File: src/rtl/core/afsm_pkg.sv
// Shared types and constants for the arming and failsafe supervisor.
// No dependencies; imported by every module under rtl/core.
`timescale 1ns / 1ps

package afsm_pkg;

    // Opcodes of an input request
    localparam logic [1:0] OP_TICK   = 2'd0;
    localparam logic [1:0] OP_ARM    = 2'd1;
    localparam logic [1:0] OP_DISARM = 2'd2;
    localparam logic [1:0] OP_KILL   = 2'd3;

    // Arm state codes
    localparam logic [1:0] ST_DISARMED   = 2'd0;
    localparam logic [1:0] ST_ARMED      = 2'd1;
    localparam logic [1:0] ST_FAILSAFE   = 2'd2;
    localparam logic [1:0] ST_FAULT_LOCK = 2'd3;

    // Failsafe reason codes
    localparam logic [2:0] RS_NONE        = 3'd0;
    localparam logic [2:0] RS_BATTERY     = 3'd1;
    localparam logic [2:0] RS_IMU_TIMEOUT = 3'd2;
    localparam logic [2:0] RS_IMU_PARSE   = 3'd3;
    localparam logic [2:0] RS_OVERRUN     = 3'd4;
    localparam logic [2:0] RS_RC_LOSS     = 3'd5;
    localparam logic [2:0] RS_KILL        = 3'd6;

    // IMU health codes
    localparam logic [1:0] IMU_OK          = 2'd0;
    localparam logic [1:0] IMU_TIMEOUT     = 2'd1;
    localparam logic [1:0] IMU_PARSE_ERROR = 2'd2;

    // Configuration register indexes
    localparam logic [1:0] CFG_CRITICAL_MV       = 2'd0;
    localparam logic [1:0] CFG_ARM_MIN_MV        = 2'd1;
    localparam logic [1:0] CFG_PARSE_ERROR_LIMIT = 2'd2;
    localparam logic [1:0] CFG_OVERRUN_LIMIT     = 2'd3;

    // Configuration reset values
    localparam logic [15:0] CRITICAL_MV_RST       = 16'd3300;
    localparam logic [15:0] ARM_MIN_MV_RST        = 16'd3600;
    localparam logic [15:0] PARSE_ERROR_LIMIT_RST = 16'd10;
    localparam logic [15:0] OVERRUN_LIMIT_RST     = 16'd100;

    // Fixed thresholds
    localparam logic [15:0] NO_READING_MV      = 16'd100;
    localparam logic [9:0]  ARM_THROTTLE_LIMIT = 10'd50;

    // Low-battery streak counter width (debounce length up to 127)
    localparam int STREAK_W = 7;

    typedef struct packed {
        logic [15:0] critical_mv;
        logic [15:0] arm_min_mv;
        logic [15:0] parse_error_limit;
        logic [15:0] overrun_limit;
    } t_cfg;

    typedef struct packed {
        logic [1:0]  opcode;
        logic        no_rc_arm_ok;
        logic [15:0] battery_mv;
        logic [1:0]  imu_status;
        logic [15:0] parse_error_run;
        logic [15:0] overrun_count;
        logic        radio_link_up;
        logic [9:0]  throttle_permille;
    } t_item;

    typedef struct packed {
        logic [1:0] flight_mode;
        logic [2:0] fault_cause;
        logic       motors_stop;
        logic       request_accepted;
    } t_result;

endpackage

File: src/rtl/core/arming_failsafe_state_machine_core.sv
// Top level of the arming and failsafe supervisor: input register,
// supervisor core, output register. Depends on afsm_pkg, afsm_cfg, afsm_ctrl.
`timescale 1ns / 1ps

// Usage
// - Request channel: i_in_valid with the request fields; a request is taken at
//   a rising edge where i_in_valid is high and o_in_stall is low.
// - Result channel: o_out_valid with the result fields; a result is taken at a
//   rising edge where o_out_valid is high and i_out_stall is low.
// - Configuration: i_cfg_valid, i_cfg_index, i_cfg_data; o_cfg_ready is always
//   high, so a write lands at every edge with i_cfg_valid high. Write only
//   while no request is in flight.
// - Path: with no stall a request passes through the input register, then the
//   result register, which holds its result until it is taken. Throughput:
//   one request per cycle while i_out_stall is low, set by the combinational
//   next-state logic between the two registers.
// - Stall: while i_out_stall holds a result, one more request is taken into
//   the input register; o_in_stall then rises until the result drains.
// - Reset (synchronous, i_rst_n low): both registers empty, state disarmed,
//   reason none, pending requests and battery streak cleared, configuration
//   back to its reset values.
module arming_failsafe_state_machine_core
    import afsm_pkg::*;
#(
    parameter int DEBOUNCE_TICKS = 100
)
(
    input  logic        i_clk,
    input  logic        i_rst_n,
    // request channel
    input  logic        i_in_valid,
    output logic        o_in_stall,
    input  logic [1:0]  i_opcode,
    input  logic        i_no_rc_arm_ok,
    input  logic [15:0] i_battery_mv,
    input  logic [1:0]  i_imu_status,
    input  logic [15:0] i_parse_error_run,
    input  logic [15:0] i_overrun_count,
    input  logic        i_radio_link_up,
    input  logic [9:0]  i_throttle_permille,
    // result channel
    output logic        o_out_valid,
    input  logic        i_out_stall,
    output logic [1:0]  o_flight_mode,
    output logic [2:0]  o_fault_cause,
    output logic        o_motors_stop,
    output logic        o_request_accepted,
    // configuration write channel
    input  logic        i_cfg_valid,
    output logic        o_cfg_ready,
    input  logic [1:0]  i_cfg_index,
    input  logic [15:0] i_cfg_data
);

    logic    r_in_valid, n_in_valid;
    t_item   r_in;
    logic    r_out_valid, n_out_valid;
    t_result r_out;

    logic    in_accept;
    logic    advance;
    logic    fire;
    t_cfg    cfg;
    t_result result;

    // The result register may load when it is empty or being drained now
    assign advance    = !r_out_valid || !i_out_stall;
    assign fire       = r_in_valid && advance;
    assign o_in_stall = r_in_valid && !advance;
    assign in_accept  = i_in_valid && !o_in_stall;

    assign o_cfg_ready = 1'b1;

    afsm_cfg u_cfg (
        .i_clk      (i_clk),
        .i_rst_n    (i_rst_n),
        .i_wr_en    (i_cfg_valid && o_cfg_ready),
        .i_wr_index (i_cfg_index),
        .i_wr_data  (i_cfg_data),
        .o_cfg      (cfg)
    );

    afsm_ctrl #(
        .DEBOUNCE_TICKS (DEBOUNCE_TICKS)
    ) u_ctrl (
        .i_clk    (i_clk),
        .i_rst_n  (i_rst_n),
        .i_fire   (fire),
        .i_item   (r_in),
        .i_cfg    (cfg),
        .o_result (result)
    );

    // Input register: load on accept, drop once its request fires
    always_comb begin
        if (in_accept) begin
            n_in_valid = 1'b1;
        end else if (fire) begin
            n_in_valid = 1'b0;
        end else begin
            n_in_valid = r_in_valid;
        end
    end

    // Result register: load on fire, drop once taken
    always_comb begin
        if (fire) begin
            n_out_valid = 1'b1;
        end else if (!i_out_stall) begin
            n_out_valid = 1'b0;
        end else begin
            n_out_valid = r_out_valid;
        end
    end

    always_ff @(posedge i_clk) begin
        if (!i_rst_n) begin
            r_in_valid  <= 1'b0;
            r_out_valid <= 1'b0;
        end else begin
            r_in_valid  <= n_in_valid;
            r_out_valid <= n_out_valid;
        end
    end

    // Payload registers: hold unless a new request or result is loaded
    always_ff @(posedge i_clk) begin
        if (in_accept) begin
            r_in.opcode            <= i_opcode;
            r_in.no_rc_arm_ok      <= i_no_rc_arm_ok;
            r_in.battery_mv        <= i_battery_mv;
            r_in.imu_status        <= i_imu_status;
            r_in.parse_error_run   <= i_parse_error_run;
            r_in.overrun_count     <= i_overrun_count;
            r_in.radio_link_up     <= i_radio_link_up;
            r_in.throttle_permille <= i_throttle_permille;
        end
        if (fire) begin
            r_out <= result;
        end
    end

    assign o_out_valid        = r_out_valid;
    assign o_flight_mode      = r_out.flight_mode;
    assign o_fault_cause      = r_out.fault_cause;
    assign o_motors_stop      = r_out.motors_stop;
    assign o_request_accepted = r_out.request_accepted;

    // Never overwrite a result that is still held
    a_no_overwrite: assert property (@(posedge i_clk) disable iff (!i_rst_n)
        !(fire && r_out_valid && i_out_stall))
        else $error("result register overwritten while stalled");

    // Stall only when a request is actually waiting
    a_stall_cause: assert property (@(posedge i_clk) disable iff (!i_rst_n)
        o_in_stall |-> (r_in_valid && r_out_valid && i_out_stall))
        else $error("request stall without a blocked request");

    // Motor stop follows the reported state
    a_motor_stop: assert property (@(posedge i_clk) disable iff (!i_rst_n)
        o_out_valid |-> (o_motors_stop == (o_flight_mode != ST_ARMED)))
        else $error("motor stop disagrees with arm state");

    // A fired request shows its result in the next cycle
    a_fire_result: assert property (@(posedge i_clk) disable iff (!i_rst_n)
        fire |=> o_out_valid)
        else $error("fired request left no result");

endmodule

File: src/rtl/core/afsm_cfg.sv
// Configuration register file of the arming and failsafe supervisor.
// Depends on afsm_pkg for register indexes, reset values and t_cfg.
`timescale 1ns / 1ps

module afsm_cfg
    import afsm_pkg::*;
(
    input  logic        i_clk,
    input  logic        i_rst_n,
    input  logic        i_wr_en,
    input  logic [1:0]  i_wr_index,
    input  logic [15:0] i_wr_data,
    output t_cfg        o_cfg
);

    t_cfg r_cfg;
    t_cfg n_cfg;

    always_comb begin
        n_cfg = r_cfg;
        if (i_wr_en) begin
            case (i_wr_index)
                CFG_CRITICAL_MV:       n_cfg.critical_mv       = i_wr_data;
                CFG_ARM_MIN_MV:        n_cfg.arm_min_mv        = i_wr_data;
                CFG_PARSE_ERROR_LIMIT: n_cfg.parse_error_limit = i_wr_data;
                CFG_OVERRUN_LIMIT:     n_cfg.overrun_limit     = i_wr_data;
                default:               n_cfg = r_cfg;
            endcase
        end
    end

    always_ff @(posedge i_clk) begin
        if (!i_rst_n) begin
            r_cfg.critical_mv       <= CRITICAL_MV_RST;
            r_cfg.arm_min_mv        <= ARM_MIN_MV_RST;
            r_cfg.parse_error_limit <= PARSE_ERROR_LIMIT_RST;
            r_cfg.overrun_limit     <= OVERRUN_LIMIT_RST;
        end else begin
            r_cfg <= n_cfg;
        end
    end

    assign o_cfg = r_cfg;

endmodule

File: src/rtl/core/afsm_ctrl.sv
// Supervisor state and next-state logic: pending requests, arm state,
// failsafe reason and low-battery debounce. Depends on afsm_pkg.
`timescale 1ns / 1ps

module afsm_ctrl
    import afsm_pkg::*;
#(
    parameter int DEBOUNCE_TICKS = 100
)
(
    input  logic    i_clk,
    input  logic    i_rst_n,
    input  logic    i_fire,
    input  t_item   i_item,
    input  t_cfg    i_cfg,
    output t_result o_result
);

    localparam logic [STREAK_W-1:0] DEB = STREAK_W'(DEBOUNCE_TICKS);

    logic [1:0]          r_state,      n_state;
    logic [2:0]          r_reason,     n_reason;
    logic                r_arm_pend,   n_arm_pend;
    logic                r_dis_pend,   n_dis_pend;
    logic                r_kill_pend,  n_kill_pend;
    logic                r_ovr_pend,   n_ovr_pend;
    logic                r_ovr_act,    n_ovr_act;
    logic [STREAK_W-1:0] r_streak,     n_streak;

    logic                no_reading;
    logic [STREAK_W-1:0] streak_upd;
    logic [2:0]          found;
    logic                may_arm;
    logic                accepted;

    // Battery debounce and reason search, ordered by priority
    always_comb begin
        no_reading = (i_item.battery_mv <= NO_READING_MV);
        if (no_reading || (i_item.battery_mv > i_cfg.critical_mv)) begin
            streak_upd = '0;
        end else if (r_streak < DEB) begin
            streak_upd = r_streak + 1'b1;
        end else begin
            streak_upd = r_streak;
        end

        if (streak_upd >= DEB) begin
            found = RS_BATTERY;
        end else if (i_item.imu_status == IMU_TIMEOUT) begin
            found = RS_IMU_TIMEOUT;
        end else if ((i_item.imu_status == IMU_PARSE_ERROR) ||
                     (i_item.parse_error_run >= i_cfg.parse_error_limit)) begin
            found = RS_IMU_PARSE;
        end else if (i_item.overrun_count >= i_cfg.overrun_limit) begin
            found = RS_OVERRUN;
        end else if ((r_state == ST_ARMED) && !i_item.radio_link_up && !r_ovr_act) begin
            found = RS_RC_LOSS;
        end else begin
            found = RS_NONE;
        end

        may_arm = (i_item.throttle_permille < ARM_THROTTLE_LIMIT) &&
                  (i_item.imu_status == IMU_OK) &&
                  (no_reading || (i_item.battery_mv > i_cfg.arm_min_mv)) &&
                  (i_item.radio_link_up || r_ovr_pend);
    end

    always_comb begin
        n_state     = r_state;
        n_reason    = r_reason;
        n_arm_pend  = r_arm_pend;
        n_dis_pend  = r_dis_pend;
        n_kill_pend = r_kill_pend;
        n_ovr_pend  = r_ovr_pend;
        n_ovr_act   = r_ovr_act;
        n_streak    = r_streak;
        accepted    = 1'b1;

        case (i_item.opcode)
            OP_ARM: begin
                if (r_state == ST_FAULT_LOCK) begin
                    accepted = 1'b0;
                end else begin
                    n_arm_pend = 1'b1;
                    n_ovr_pend = i_item.no_rc_arm_ok;
                end
            end
            OP_DISARM: begin
                n_dis_pend = 1'b1;
            end
            OP_KILL: begin
                n_kill_pend = 1'b1;
            end
            OP_TICK: begin
                if (r_kill_pend) begin
                    n_state    = ST_FAULT_LOCK;
                    n_reason   = RS_KILL;
                    n_ovr_act  = 1'b0;
                    n_streak   = '0;
                end else if (r_state != ST_FAULT_LOCK) begin
                    n_streak = streak_upd;
                    if (found != RS_NONE) begin
                        n_state  = ST_FAILSAFE;
                        n_reason = found;
                    end
                    if (r_dis_pend) begin
                        n_state   = ST_DISARMED;
                        n_reason  = RS_NONE;
                        n_ovr_act = 1'b0;
                        n_streak  = '0;
                    end
                    if (r_arm_pend && (n_state == ST_DISARMED) && may_arm) begin
                        n_state   = ST_ARMED;
                        n_reason  = RS_NONE;
                        n_ovr_act = r_ovr_pend;
                    end
                end
                n_kill_pend = 1'b0;
                n_arm_pend  = 1'b0;
                n_dis_pend  = 1'b0;
                n_ovr_pend  = 1'b0;
            end
            default: begin
                accepted = 1'b1;
            end
        endcase
    end

    always_ff @(posedge i_clk) begin
        if (!i_rst_n) begin
            r_state     <= ST_DISARMED;
            r_reason    <= RS_NONE;
            r_arm_pend  <= 1'b0;
            r_dis_pend  <= 1'b0;
            r_kill_pend <= 1'b0;
            r_ovr_pend  <= 1'b0;
            r_ovr_act   <= 1'b0;
            r_streak    <= '0;
        end else if (i_fire) begin
            r_state     <= n_state;
            r_reason    <= n_reason;
            r_arm_pend  <= n_arm_pend;
            r_dis_pend  <= n_dis_pend;
            r_kill_pend <= n_kill_pend;
            r_ovr_pend  <= n_ovr_pend;
            r_ovr_act   <= n_ovr_act;
            r_streak    <= n_streak;
        end
    end

    assign o_result.flight_mode      = n_state;
    assign o_result.fault_cause      = n_reason;
    assign o_result.motors_stop      = (n_state != ST_ARMED);
    assign o_result.request_accepted = accepted;

    // Fault lock is left only through reset
    a_lock_sticky: assert property (@(posedge i_clk) disable iff (!i_rst_n)
        (r_state == ST_FAULT_LOCK) |=> (r_state == ST_FAULT_LOCK))
        else $error("fault lock was left without reset");

    // Reason matches the state it belongs to
    a_reason_state: assert property (@(posedge i_clk) disable iff (!i_rst_n)
        (((r_state == ST_DISARMED) || (r_state == ST_ARMED)) && (r_reason == RS_NONE)) ||
        ((r_state == ST_FAULT_LOCK) && (r_reason == RS_KILL)) ||
        ((r_state == ST_FAILSAFE) && (r_reason != RS_NONE) && (r_reason != RS_KILL)))
        else $error("stored reason inconsistent with arm state");

    // Debounce counter saturates at the debounce length
    a_streak_sat: assert property (@(posedge i_clk) disable iff (!i_rst_n)
        r_streak <= DEB)
        else $error("low battery streak above debounce length");

    // A tick always clears the pending override and pending arm flags
    a_ovr_cleared: assert property (@(posedge i_clk) disable iff (!i_rst_n)
        (i_fire && (i_item.opcode == OP_TICK)) |=> !r_ovr_pend && !r_arm_pend)
        else $error("pending arm or override survived a tick");

endmodule
File: config.mk
export PLATFORM = sky130hd
export DESIGN_NAME = arming_failsafe_state_machine_core
export DESIGN_NICKNAME = d
export VERILOG_FILES = /design/src/rtl/core/afsm_pkg.sv /design/src/rtl/core/arming_failsafe_state_machine_core.sv /design/src/rtl/core/afsm_cfg.sv /design/src/rtl/core/afsm_ctrl.sv
export SDC_FILE = /design/constraint.sdc
export NUM_CORES = 1
export LEC_CHECK = 0
export BUFFER_PORTS_ARGS = -buffer_cell sky130_fd_sc_hd__buf_2
export CORE_MARGIN = 1
export CORE_UTILIZATION = 58
export CTS_CLUSTER_DIAMETER = 200
export DETAILED_ROUTE_END_ITERATION = 6
export HOLD_SLACK_MARGIN = 0.02
export PLACE_DENSITY = 0.77
export SYNTH_ARGS = -nofsm -noshare
export SYNTH_HDL_FRONTEND = slang
export SYNTH_HIERARCHICAL = 1
export SYNTH_SLANG_ARGS = --single-unit
File: constraint.sdc
create_clock -name i_clk -period 4.4 [get_ports i_clk]
set_input_delay 0.44 -clock i_clk [delete_from_list [all_inputs] [get_ports i_clk]]
set_output_delay 0.44 -clock i_clk [all_outputs]
set_load 0.02 [all_outputs]
* After elaboration in Yosys (flattened, before gate mapping)
Index checks and enable logic that the tools add are counted.
** Word-level totals
- Flip-flop bits (word level) :: 154
- Bits of input ports :: 87
- Output and inout bits :: 10
** Operators by class
- $add $sub $neg :: 1
- $lt $le $gt $ge :: 8
- Equal/unequal tests :: 14
- Mux-type cells :: 40
- Reductions and logical operators :: 41
** Operators with widths (count)
- 7-bit 2-to-1 mux :: 5
- 3-bit 2-to-1 mux :: 11
- 16-bit >= comparator :: 2
- 16-bit > comparator :: 2
- 2-bit 2-to-1 mux :: 9
- 16-bit by 7-bit less-or-equal comparator with 1-bit output, second input constant :: 1
- 2-bit == test, second input constant :: 6
- 2-bit AND reduction :: 6
- 1-bit 2-to-1 mux :: 11
- 1-bit logical AND :: 10
- 10-bit by 6-bit < comparator with 1-bit output, second input constant :: 1
- 2-bit nonzero test :: 5
- 2-bit by 1-bit == test with 1-bit output, second input constant :: 4
- 2-bit logical NOT :: 4
- 1-bit case mux with 2 select lines :: 4
- 7-bit by 1-bit adder with 7-bit output, second input constant :: 1
- 7-bit >= comparator, second input constant :: 1
- 7-bit < comparator, second input constant :: 1
- 1-bit logical NOT :: 6
- 3-bit AND reduction :: 2
- 3-bit nonzero test :: 2
- 1-bit logical OR :: 5
- 2-bit by 1-bit != test with 1-bit output, second input constant :: 2
- 2-bit != test, second input constant :: 2
- 4-bit AND reduction :: 1

* Logic depth before layout (Yosys ltp)
- Depth in word-level cells :: 22
- Gate-level depth with buffers :: 11
- Mapped depth without buffers :: 10

* Modules after synthesis
Netlist, hierarchy kept.
** By module, submodules not included
- afsm_ctrl :: instances 1, cells each 418, area each 3001.6 um2, sequential area each 340.3 um2
- afsm_cfg :: instances 1, cells each 243, area each 2483.6 um2, sequential area each 1281.2 um2
- arming_failsafe_state_machine_core :: instances 1, cells each 81, area each 2227.1 um2, sequential area each 2172.1 um2

* Worst setup path before layout
No wires, ideal clock.
- Path type :: input-to-reg
- Start :: input i_out_stall
- End :: register r_in[0] (netlist name) (enable)
- Setup time :: 0.494 ns
- Arrival time :: 3.510 ns
- Setup slack :: 0.396 ns
- Cell stages on the path :: 2
- Path buffers :: 0
- Path through :: and3_4 -> nor2b_1
** Between the ends
- Longest elaborated chain between the ends :: 6
** RTL lines
- start, declared :: line arming_failsafe_state_machine_core.sv:43 : input logic i_out_stall,
- 1-bit logical NOT
- 1-bit logical OR :: line arming_failsafe_state_machine_core.sv:67 : assign advance = !r_out_valid || !i_out_stall;
- 1-bit logical NOT :: line arming_failsafe_state_machine_core.sv:69 : assign o_in_stall = r_in_valid && !advance;
- 1-bit logical AND :: line arming_failsafe_state_machine_core.sv:69
- 1-bit logical NOT :: line arming_failsafe_state_machine_core.sv:70 : assign in_accept = i_in_valid && !o_in_stall;
- 1-bit logical AND :: line arming_failsafe_state_machine_core.sv:70
- via in_accept :: line arming_failsafe_state_machine_core.sv:60 : logic in_accept;
- end, declared :: line arming_failsafe_state_machine_core.sv:56 : t_item r_in;
The timed path passes the listed nets, and every way through them passes these cells.
A chain may end at the register's enable or synchronous reset.

==> flow_summary.ini <==
[worst_setup_path]
slowest_stage = sky130_fd_sc_hd__or4_2
worst_r2r_endpoint = o_flight_mode[0]
slowest_delay_ps = 740
path_buf_inv = 0
worstPathCellList = ha_1, nand4_2, or4_2, o211ai_1, nand3b_1, nor3_2, or3_1, nor2b_1, a31oi_1
timing.critical_path.max_delay_family = simple AND/OR/NAND/NOR gates
worst-setup-path-type = reg -> reg
startpoint_type = register
setup_crit_end_kind = register
reg2reg_from = r_in[60]
arrival_ps = 3620
timing.reg2reg.setup_slack_ps = 940
path_max_fanout = 11
timing.reg2reg.worst_path_depth = 9
crit_required_ps = 4550

[route]
dr_total_vias = 5808
drt_wl_total_microns = 17100
drt-initial-drc-count = 420
drt_pre_antenna_iters = 5
route.detailed.vias_per_inst = 5.76
drt_drc_violations_left = 0
antenna_violating_nets_post_route = 0
route.detailed.wl_per_inst_microns = 16.9

[timing]
finalHoldViolCount = 0
clock_skew_ps = 11.8
minimum_period_implied_by_the_final_worst_setup_slack_ps = 3460
slew_headroom_pct = 24.5
setup_viol = 0
clock.fmax_ghz = 0.289
crit_share_post_route_pct = 78.7
finalMaxSlewViolations = 0
max_slew.worst_pin.slew_ps = 1120
fin_setup_tns_ps = 0
rsz_0062_raised_after_global_routing = false

[floorplanning]
design.core.area_sq_mm = 0.0128
die_height_microns = 117
placementRows = 41
initial_core_util_pct = 60.1
design.portCount = 97
floorplan.die_area_sq_mm = 0.0137
die_width_microns = 117

[yosys]
post_synth.cell_area_avg_sq_um = 10.4
synth_fp_nets = 896
synth-warning-count = 6
syn-instance-count = 741
cell_area_synth_sq_mm = 0.00768

[grt]
number_of_antenna_violations_at_the_first_check_in_global_routing = 0
global_route_wire_length_before_repair_microns = 26800
grt_start_max_net_pins = 51
remaining_overflow_grt = 0
first_global_vias = 5683
grtUsageTotal_pct = 26.1

[placed_design]
gp_weighted_congestion = 0.875
port-buffer-count = 94
place.detailed.hpwl_microns = 12400

[clock_tree]
clk_pin_slew_worst_paths_ps = 60
insertion_delay_ps = 430
number_of_clock_buffers_inserted_by_tritoncts = 17
clock_sink_count = 153
postCtsSetupRepairBufs = 0
clock-root-buffer = sky130_fd_sc_hd__clkbuf_16
cts_hold_buf = 0
post_cts.resized_instances = 0
clock_tree.htree_level_count = 4
cts-root-to-sink-buffers = 2
cts_tree = yes

[power]
powerDensity_mw_per_mm2 = 374
design_power_total_mw = 3.29
p_leak_nw = 3.71
vdd.ir_drop.worst_mv = 0.309

[finish]
diodes = 0
syn_to_final_growth_pct = 14.3
layout.nets = 979
post_route_cells_drive_above_1_share_pct = 17.0

[hold_path]
worstHoldEndpoint = r_in[46]
worst_hold_path_startpoint = i_battery_mv[1]
min_path_type = in -> reg
worst_hold_path.num_cells = 1

[run_status]
outcome = finished, final reports clean

[flow_run]
max_cap_violations = 0
==> cells in the final DEF, fill, tap and decap left out, drive strengths merged, types with 4 or more instances in the layout <==
master	count
a211oi	6
a21o	5
a21oi	33
a22oi	5
a31oi	8
buf	98
clkbuf	24
clkinv	4
dfxtp	83
edfxtp	70
ha	68
inv	83
mux2i	59
nand2	95
nand3	9
nand4	12
nand4b	4
nor2	25
nor2b	23
nor3	12
nor4	5
o2111ai	6
o211ai	12
o21a	4
o21ai	25
==> report_power, final <==
| group | switching [mW] | internal (mW) | leakage [nW] |
|---|---|---|---|
| Combinational | 0.181 | 0.129 | 2.07 |
| Clock | 0.570 | 0.814 | 0.284 |
| Sequential | 0.0373 | 1.56 | 1.35 |
| Total | 0.789 | 2.50 | 3.71 |
==> sequential cells by signal (all words and copies together) (netlist names) <==
signal and count:
u_cfg/o_cfg 64, r_in 63, u_ctrl/r_streak 7, o_fault_cause 3
u_ctrl/r_reason 3, o_flight_mode 2, u_ctrl/r_state 2, o_motors_stop 1
o_out_valid 1, o_request_accepted 1, r_in_valid 1, u_ctrl/r_arm_pend 1
u_ctrl/r_dis_pend 1, u_ctrl/r_kill_pend 1, u_ctrl/r_ovr_act 1, u_ctrl/r_ovr_pend 1
==> worst max-delay path by stage <==
stage,startpoint,to,slack [ps],cells past startpoint
final,r_in[60],o_flight_mode[0],940,9
after global routing,r_in[60],u_ctrl/r_streak[5],720,8
after CTS,r_in[60],u_ctrl/r_streak[5],970,8
after detailed placement,r_in[59],o_fault_cause[0],1010,9
after global placement,r_in[60],o_fault_cause[0],1060,9
after floorplan,i_out_stall,r_in[10],440,2
==> metrics by stage <==
step / util, % / cell area (sq um) / setup slack (ps) / cells / hold WS [ps]
2_1_floorplan: - / 7680 / 442 / 741 / 435
3_3_place_gp: 64.3 / 8220 / 1060 / 977 / 446
3_5_place_dp: 64.3 / 8220 / 1010 / 977 / 451
4_1_cts: 68.8 / 8780 / 970 / 1009 / 170
5_1_grt: 68.8 / 8780 / 719 / 1009 / 168
6_report: 68.8 / 8780 / 936 / 1009 / 181
==> cell type report <==
cell class,instances,area [sq um]
tap,172,215
clock inverter,8,57.6
fill,940,3990
multi-input combinational,475,3440
inverter,79,297
sequential,153,3760
timing repair buffer,98,500
clock buffer,24,508
==> layer usage <==
metal | track usage [%] | share of wire, % | vias up
met5 | 0 | 0 | -
met4 | 9.28 | 1.7 | 0
met3 | 5.92 | 5.5 | 26
met2 | 45.0 | 49 | 205
met1 | 32.0 | 44 | 2763
li1 | - | - | 2814
==> worst reg2reg max path: stages, from the launching register on <==
cell,delay [ps]
sky130_fd_sc_hd__edfxtp_1,460
sky130_fd_sc_hd__ha_1,360
sky130_fd_sc_hd__nand4_2,170
sky130_fd_sc_hd__or4_2,740
sky130_fd_sc_hd__o211ai_1,130
sky130_fd_sc_hd__nand3b_1,170
sky130_fd_sc_hd__nor3_2,560
sky130_fd_sc_hd__or3_1,230
sky130_fd_sc_hd__nor2b_1,240
sky130_fd_sc_hd__a31oi_1,130
No activity file was read; power rests on OpenSTA's default activity.
